File: src/stg_pkg.sv
package stg_pkg;

    localparam int MAX_DIMS_DEF = 4;
    localparam int LANE_W       = 16;
    localparam int IDX_W        = 32;
    localparam int OFF_W        = 36;
    localparam int CFG_ADDR_W   = 3;
    localparam int CFG_DATA_W   = 64;

    localparam logic [CFG_ADDR_W-1:0] REG_NUM_DIMS   = 3'd0;
    localparam logic [CFG_ADDR_W-1:0] REG_SRC_BASE   = 3'd1;
    localparam logic [CFG_ADDR_W-1:0] REG_DST_BASE   = 3'd2;
    localparam logic [CFG_ADDR_W-1:0] REG_EXTENTS    = 3'd3;
    localparam logic [CFG_ADDR_W-1:0] REG_SRC_PITCH  = 3'd4;
    localparam logic [CFG_ADDR_W-1:0] REG_DST_PITCH  = 3'd5;
    localparam logic [CFG_ADDR_W-1:0] REG_CONTIG     = 3'd6;
    localparam logic [CFG_ADDR_W-1:0] REG_ELEM_BYTES = 3'd7;

    // One request in flight through the pipeline.
    typedef struct packed {
        logic               vld;
        logic [IDX_W-1:0]   idx;
        logic [IDX_W-1:0]   quo;
        logic [LANE_W-1:0]  rem;
        logic [OFF_W-1:0]   soff;
        logic [OFF_W-1:0]   doff;
        logic [31:0]        sprod;
        logic [31:0]        dprod;
    } stg_item_t;

    typedef struct packed {
        logic [2:0]         num_dims;
        logic [31:0]        src_base;
        logic [31:0]        dst_base;
        logic [63:0]        extents;
        logic [63:0]        src_pitch;
        logic [63:0]        dst_pitch;
        logic               contig;
        logic [4:0]         elem_bytes;
    } stg_cfg_t;

endpackage

File: src/stg_cfg.sv
module stg_cfg
    import stg_pkg::*;
(
    input  logic                  clk,
    input  logic                  rst_n,
    input  logic                  cfg_we,
    input  logic [CFG_ADDR_W-1:0] cfg_addr,
    input  logic [CFG_DATA_W-1:0] cfg_wdata,
    output stg_cfg_t              cfg
);

    stg_cfg_t cfg_reg;

    always_ff @(posedge clk or negedge rst_n)
    begin
        if (!rst_n)
        begin
            cfg_reg.num_dims   <= 3'd1;
            cfg_reg.src_base   <= '0;
            cfg_reg.dst_base   <= '0;
            cfg_reg.extents    <= 64'h0001_0001_0001_0001;
            cfg_reg.src_pitch  <= '0;
            cfg_reg.dst_pitch  <= '0;
            cfg_reg.contig     <= 1'b0;
            cfg_reg.elem_bytes <= 5'd1;
        end
        else if (cfg_we)
        begin
            case (cfg_addr)
                REG_NUM_DIMS:   cfg_reg.num_dims   <= cfg_wdata[2:0];
                REG_SRC_BASE:   cfg_reg.src_base   <= cfg_wdata[31:0];
                REG_DST_BASE:   cfg_reg.dst_base   <= cfg_wdata[31:0];
                REG_EXTENTS:    cfg_reg.extents    <= cfg_wdata;
                REG_SRC_PITCH:  cfg_reg.src_pitch  <= cfg_wdata;
                REG_DST_PITCH:  cfg_reg.dst_pitch  <= cfg_wdata;
                REG_CONTIG:     cfg_reg.contig     <= cfg_wdata[0];
                REG_ELEM_BYTES: cfg_reg.elem_bytes <= cfg_wdata[4:0];
                default:        cfg_reg.num_dims   <= cfg_reg.num_dims;
            endcase
        end
    end

    assign cfg = cfg_reg;

endmodule

File: config.mk
export PLATFORM = sky130hd
export DESIGN_NAME = stg_cfg
export DESIGN_NICKNAME = d
export VERILOG_FILES = /design/src/stg_pkg.sv /design/src/stg_cfg.sv
export SDC_FILE = /design/constraint.sdc
export NUM_CORES = 1
export LEC_CHECK = 0
export ABC_AREA = 0
export ABC_CLOCK_PERIOD_IN_PS = 800
export BUFFER_PORTS_ARGS = -buffer_cell sky130_fd_sc_hd__buf_4
export CORE_MARGIN = 2
export CORE_UTILIZATION = 32
export DETAILED_ROUTE_END_ITERATION = 12
export PLACE_DENSITY = 0.57
export SLEW_MARGIN = 30
export SYNTH_ARGS = -nofsm -noshare
export SYNTH_HDL_FRONTEND = slang
export SYNTH_SLANG_ARGS = --single-unit
File: constraint.sdc
create_clock -name clk -period 0.8 [get_ports clk]
set_input_delay 0.08 -clock clk [delete_from_list [all_inputs] [get_ports clk]]
set_output_delay 0.08 -clock clk [all_outputs]
set_load 0.02 [all_outputs]
==> results of run 1 <==
[synthesized netlist by cell type]
| cell | n | area share [%] |
|---|---|---|
| buf_4 | 12 | 0.91 |
| nor4bb_1 | 2 | 0.20 |
| nand4b_1 | 3 | 0.26 |
| buf_6 | 13 | 1.5 |
| and4bb_1 | 1 | 0.13 |
| dfrtp_1 | 259 | 65 |
| nor4b_1 | 1 | 0.088 |
| mux2_2 | 249 | 28 |
| dfstp_2 | 6 | 1.6 |
| buf_2 | 4 | 0.20 |
| nand4_1 | 1 | 0.063 |
| mux2_1 | 16 | 1.8 |
[where the power goes]
group | switching [W] | leakage, nW | internal (W)
Sequential | 0.00229 | 3.16 | 0.0165
Clock | 0.00527 | 0.511 | 0.00885
Combinational | 0.00734 | 4.66 | 0.0107
[stage by stage]
| stage | std cells | setup slack, ps |
|---|---|---|
| 3_5_place_dp | 1306 | -603.1 |
| 5_1_grt | 1526 | -522.1 |
| 6_report | 1526 | -479.7 |
| 2_1_floorplan | 567 | -290.5 |
| 4_1_cts | 1499 | -518.4 |
| 3_3_place_gp | 1306 | -604.8 |
[how the worst max path moves through the flow]
| stage | startpoint | endpoint | slack, ps | depth (start not counted) |
|---|---|---|---|---|
| finish | cfg[262] | cfg[262] | -480 | 1 |
| global route | cfg[150] | cfg[150] | -520 | 1 |
| CTS | cfg[262] | cfg[262] | -520 | 1 |
| detailed placement | cfg_addr[2] | cfg[253] | -600 | 5 |
| global placement | cfg_addr[2] | cfg[259] | -600 | 5 |
| floorplan | cfg_addr[2] | cfg[199] | -290 | 4 |
[repair_timing]
item                       4_1_cts  5_1_grt
gates resized for setup        293       78
pin swaps                        3        2
setup endpoints to repair      296      387
hold endpoints to repair       530        3
cloned                           3        3
setup buffers                   70       47
[metal layers]
| layer | GRT usage, % | part of all wire [%] |
|---|---|---|
| met1 | 22.78 | 42 |
| met2 | 27.89 | 47 |
| met3 | 5.376 | 7.3 |
| met4 | 5.419 | 3.2 |
| met5 | 0 | 0 |
[cell families after synthesis]
| family | share of synthesized area, % |
|---|---|
| and+or+nand+nor | 0.7418 |
| muxes | 29.98 |
| buffers and inverters | 2.577 |
| DFF | 66.70 |
[layout make-up]
type / count / area (um^2) / area share, %
clock buffers: 49 / 933.4 / 5.304
clock inverters: 6 / 105.1 / 0.5972
multi-input cells: 273 / 3546 / 20.15
flip-flops and latches: 265 / 6654 / 37.81
well taps: 396 / 495.5 / 2.816
repair buffers: 537 / 5864 / 33.32
==> impl_metrics.env, run 1 <==
export IMPL_grt_pass1_wl_um=45050
export IMPL_htree_levels=1
export IMPL_first_iter_violations=270
export IMPL_startpoint_type="flop"
export IMPL_coreArea_um2=30590
export IMPL_path_max_fanout=2
export IMPL_port_buffers=334
export IMPL_cp_top_family="flip-flops"
export IMPL_min_period_ps=1280
export IMPL_slew_headroom_pct=75.40
export IMPL_critPathKind="reg -> out"
export IMPL_hpwl_um=18750
export IMPL_tritoncts="yes"
export IMPL_cp_slowest_cell="dfstp_2"
export IMPL_slowest_delay_ps=540
export IMPL_yosys_register_bits=265
export IMPL_cp_required_ps=720
export IMPL_synth_nets=637
export IMPL_rsz0062_at_grt="yes"
export IMPL_gp_congestion=0.7203
export IMPL_first_global_vias=7400
export IMPL_cts_root_buf="clkbuf_16"
export IMPL_r2r_end="cfg[95]"
export IMPL_setup_tns_ps=-101630
export IMPL_synthCells=567
export IMPL_hold_path_class="in -> async"
export IMPL_mostFrequentLayoutCells="341 x buf_6, 247 x dfrtp_1, 148 x mux2_2"
export IMPL_worstSkewPairLatency_ps=540
export IMPL_ios=335
export IMPL_fmax_ghz=0.7814
export IMPL_start_util_pct=32.54
export IMPL_synthToLayoutAreaGrowth_pct=76.81
export IMPL_cts_path_max_buffers=3
export IMPL_timing_reg2reg_worst_path_depth=3
export IMPL_layout_drive_gt1_share_pct=71.24
export IMPL_grt_overflow=0
export IMPL_final_area_um2=17600
export IMPL_final_common_cell="buf_6"
export IMPL_path_buf_inv=1
export IMPL_syn_avg_cell_area_um2=17.55
export IMPL_synth_warnings=0
export IMPL_fin_ws_ps=-479.7
export IMPL_ys_seq_area_share_pct=66.70
export IMPL_status="finished with violations"
export IMPL_cts_sinks=265
export IMPL_largest_register_ffs=265
export IMPL_cp_arrival_ps=1200
export IMPL_drt_total_wl_um=29570
export IMPL_synth_area_um2=9953
export IMPL_grt_max_degree=55
export IMPL_vdd_drop_max_mv=1.529
export IMPL_drv_cap=0
export IMPL_post_route_period_util_pct=160.0
export IMPL_worst_hold_slack_ps=-13.94
export IMPL_setup_viol=378
export IMPL_skew_ps=0
export IMPL_antenna_found_initial=0
export IMPL_cp_end_kind="output pin"
export IMPL_dr_pass1_iters=4
export IMPL_vias=6844
export IMPL_p_leak_nw=8.333
export IMPL_tightest_slew_ps=368.5
export IMPL_cts_buffers=30
export IMPL_grt_usage_pct=17.46
export IMPL_nFillCells=2411
export IMPL_die_w_um=180.4
export IMPL_fin_util_pct=57.53
export IMPL_placed_area_um2=13660
export IMPL_hold_viol=7
export IMPL_synth_cell_types=12
export IMPL_slew_viol_final=0
export IMPL_hold_buffers=65
export IMPL_path_clk_slew_ps=60
export IMPL_insertedDiodeCount=0
export IMPL_total_power_w=0.05088
export IMPL_regToRegStartpoint="cfg[95]"
export IMPL_fin_nets=1177
export IMPL_ant_nets=0
export IMPL_power_density_nw_per_um2=2891
export IMPL_violations="hold timing, setup timing"
export IMPL_crit_chain="buf_6"
export IMPL_die_area_um2=32530
export IMPL_rows=64
export IMPL_die_y_um=180.4
export IMPL_r2r_slack_ps=-190
export IMPL_wl_per_cell_um=19.37
export IMPL_drc=0
export IMPL_vias_per_cell=4.485
No activity file was read; power rests on OpenSTA's default activity.
==> run 2, diff against run 1 <==
--- a/config.mk
+++ b/config.mk
@@ -11,7 +11,8 @@
 export CORE_MARGIN = 2
 export CORE_UTILIZATION = 32
 export DETAILED_ROUTE_END_ITERATION = 12
-export PLACE_DENSITY = 0.57
+export PLACE_DENSITY = 0.64
+export SKIP_LAST_GASP = 1
 export SLEW_MARGIN = 30
 export SYNTH_ARGS = -nofsm -noshare
 export SYNTH_HDL_FRONTEND = slang
==> impl_metrics.env, run 2 (synthesized netlist as in run 1, its figures left out) <==
export IMPL_vdd_drop_max_mv=1.713
export IMPL_cts_path_max_buffers=3
export IMPL_tightest_slew_ps=282.8
export IMPL_grt_overflow=0
export IMPL_path_buf_inv=1
export IMPL_die_y_um=180.4
export IMPL_cp_slowest_cell="dfstp_2"
export IMPL_setup_viol=446
export IMPL_cp_arrival_ps=1200
export IMPL_wl_per_cell_um=20.87
export IMPL_regToRegStartpoint="cfg[117]"
export IMPL_drv_cap=0
export IMPL_min_period_ps=1280
export IMPL_violations="setup timing"
export IMPL_post_route_period_util_pct=160.1
export IMPL_crit_chain="buf_6"
export IMPL_final_common_cell="buf_6"
export IMPL_p_leak_nw=8.432
export IMPL_slew_headroom_pct=81.12
export IMPL_start_util_pct=32.54
export IMPL_tritoncts="yes"
export IMPL_die_w_um=180.4
export IMPL_grt_usage_pct=17.41
export IMPL_cp_top_family="flip-flops"
export IMPL_dp_cells=1307
export IMPL_path_clk_slew_ps=60
export IMPL_hold_buffers=66
export IMPL_grt_pass1_wl_um=45330
export IMPL_vias_per_cell=4.610
export IMPL_critPathKind="reg -> out"
export IMPL_fin_nets=1186
export IMPL_cp_end_kind="output pin"
export IMPL_status="finished with violations"
export IMPL_layout_drive_gt1_share_pct=71.70
export IMPL_hold_viol=0
export IMPL_cts_root_buf="clkbuf_16"
export IMPL_antenna_found_initial=0
export IMPL_startpoint_type="flop"
export IMPL_drt_total_wl_um=32020
export IMPL_ant_nets=0
export IMPL_total_power_w=0.05075
export IMPL_hpwl_um=18310
export IMPL_worstSkewPairLatency_ps=530
export IMPL_first_iter_violations=223
export IMPL_hold_path_class="in -> reg"
export IMPL_cp_required_ps=720
export IMPL_rsz0062_at_grt="yes"
export IMPL_slowest_delay_ps=540
export IMPL_die_area_um2=32530
export IMPL_path_max_fanout=2
export IMPL_hp_start="cfg_addr[1]"
export IMPL_coreArea_um2=30590
export IMPL_insertedDiodeCount=0
export IMPL_gp_congestion=0.7597
export IMPL_setup_tns_ps=-105090
export IMPL_grt_max_degree=50
export IMPL_power_density_nw_per_um2=2873
export IMPL_mostFrequentLayoutCells="345 x buf_6, 247 x dfrtp_1, 137 x mux2_4"
export IMPL_port_buffers=334
export IMPL_rows=64
export IMPL_fin_ws_ps=-480.5
export IMPL_fmax_ghz=0.7810
export IMPL_layout_cells_non_filler=1534
export IMPL_dr_pass1_iters=4
export IMPL_cts_sinks=265
export IMPL_largest_register_ffs=265
export IMPL_first_global_vias=7693
export IMPL_htree_levels=1
export IMPL_slew_viol_final=0
export IMPL_skew_ps=0
export IMPL_ios=335
export IMPL_vias=7071
export IMPL_crit_start="cfg[166]"
export IMPL_drc=0
export IMPL_synthToLayoutAreaGrowth_pct=77.46
export IMPL_cts_buffers=29
[run 2: path summary, 6_finish.rpt]
check / endpoint / slack [ps] / cells past startpoint
max in group asynchronous: cfg[237] / 240 / 4
min in group asynchronous: cfg[48] / 120 / 3
min: cfg[243] / 30 / 4
max reg2reg: cfg[117] / -220 / 3
max: cfg[166] / -480 / 1
min reg2reg: cfg[154] / 530 / 1
[run 2: power breakdown]
group	internal, W	leakage, nW	switching, W
combinational	0.0109	4.79	0.00749
clock	0.00802	0.485	0.00544
sequential	0.0165	3.16	0.00244
total	0.0354	8.43	0.0154
[run 2: per-layer routing]
| layer | up-vias | GRT usage (%) | part of all wire (%) |
|---|---|---|---|
| met5 | - | 0 | 0 |
| met4 | 0 | 5.419 | 2.6 |
| met3 | 52 | 5.295 | 7.1 |
| met2 | 257 | 28.43 | 47 |
| met1 | 3652 | 22.23 | 43 |
| li1 | 3110 | - | - |
[run 2: repair_timing]
action / CTS / global route
pin swaps: 0 / 4
setup endpoints to repair: 285 / 403
endpoints found under the hold margin: 530 / 1
gates cloned: 1 / 7
resized for setup: 274 / 115
setup buffers: 71 / 55
[run 2: final cells by class]
class | count | area (um^2)
fillers | 2271 | 12930
flip-flops and latches | 265 | 6654
well taps | 396 | 495.5
clock inverters | 11 | 108.9
repair buffers | 547 | 5929
multi-input cells | 273 | 3621
clock buffers | 42 | 854.6
[run 2: stage by stage]
stage / hold WS, ps / instance area (um^2) / util (%) / setup WS, ps
floorplan: -215.6 / 10440 / - / -290.5
global placement: 69.34 / 13630 / 44.55 / -584.3
detailed placement: 70.98 / 13630 / 44.55 / -605.0
finish: 25.36 / 17660 / 57.74 / -480.5
global route: 4.422 / 17660 / 57.74 / -531.1
CTS: 44.39 / 16850 / 55.07 / -511.8
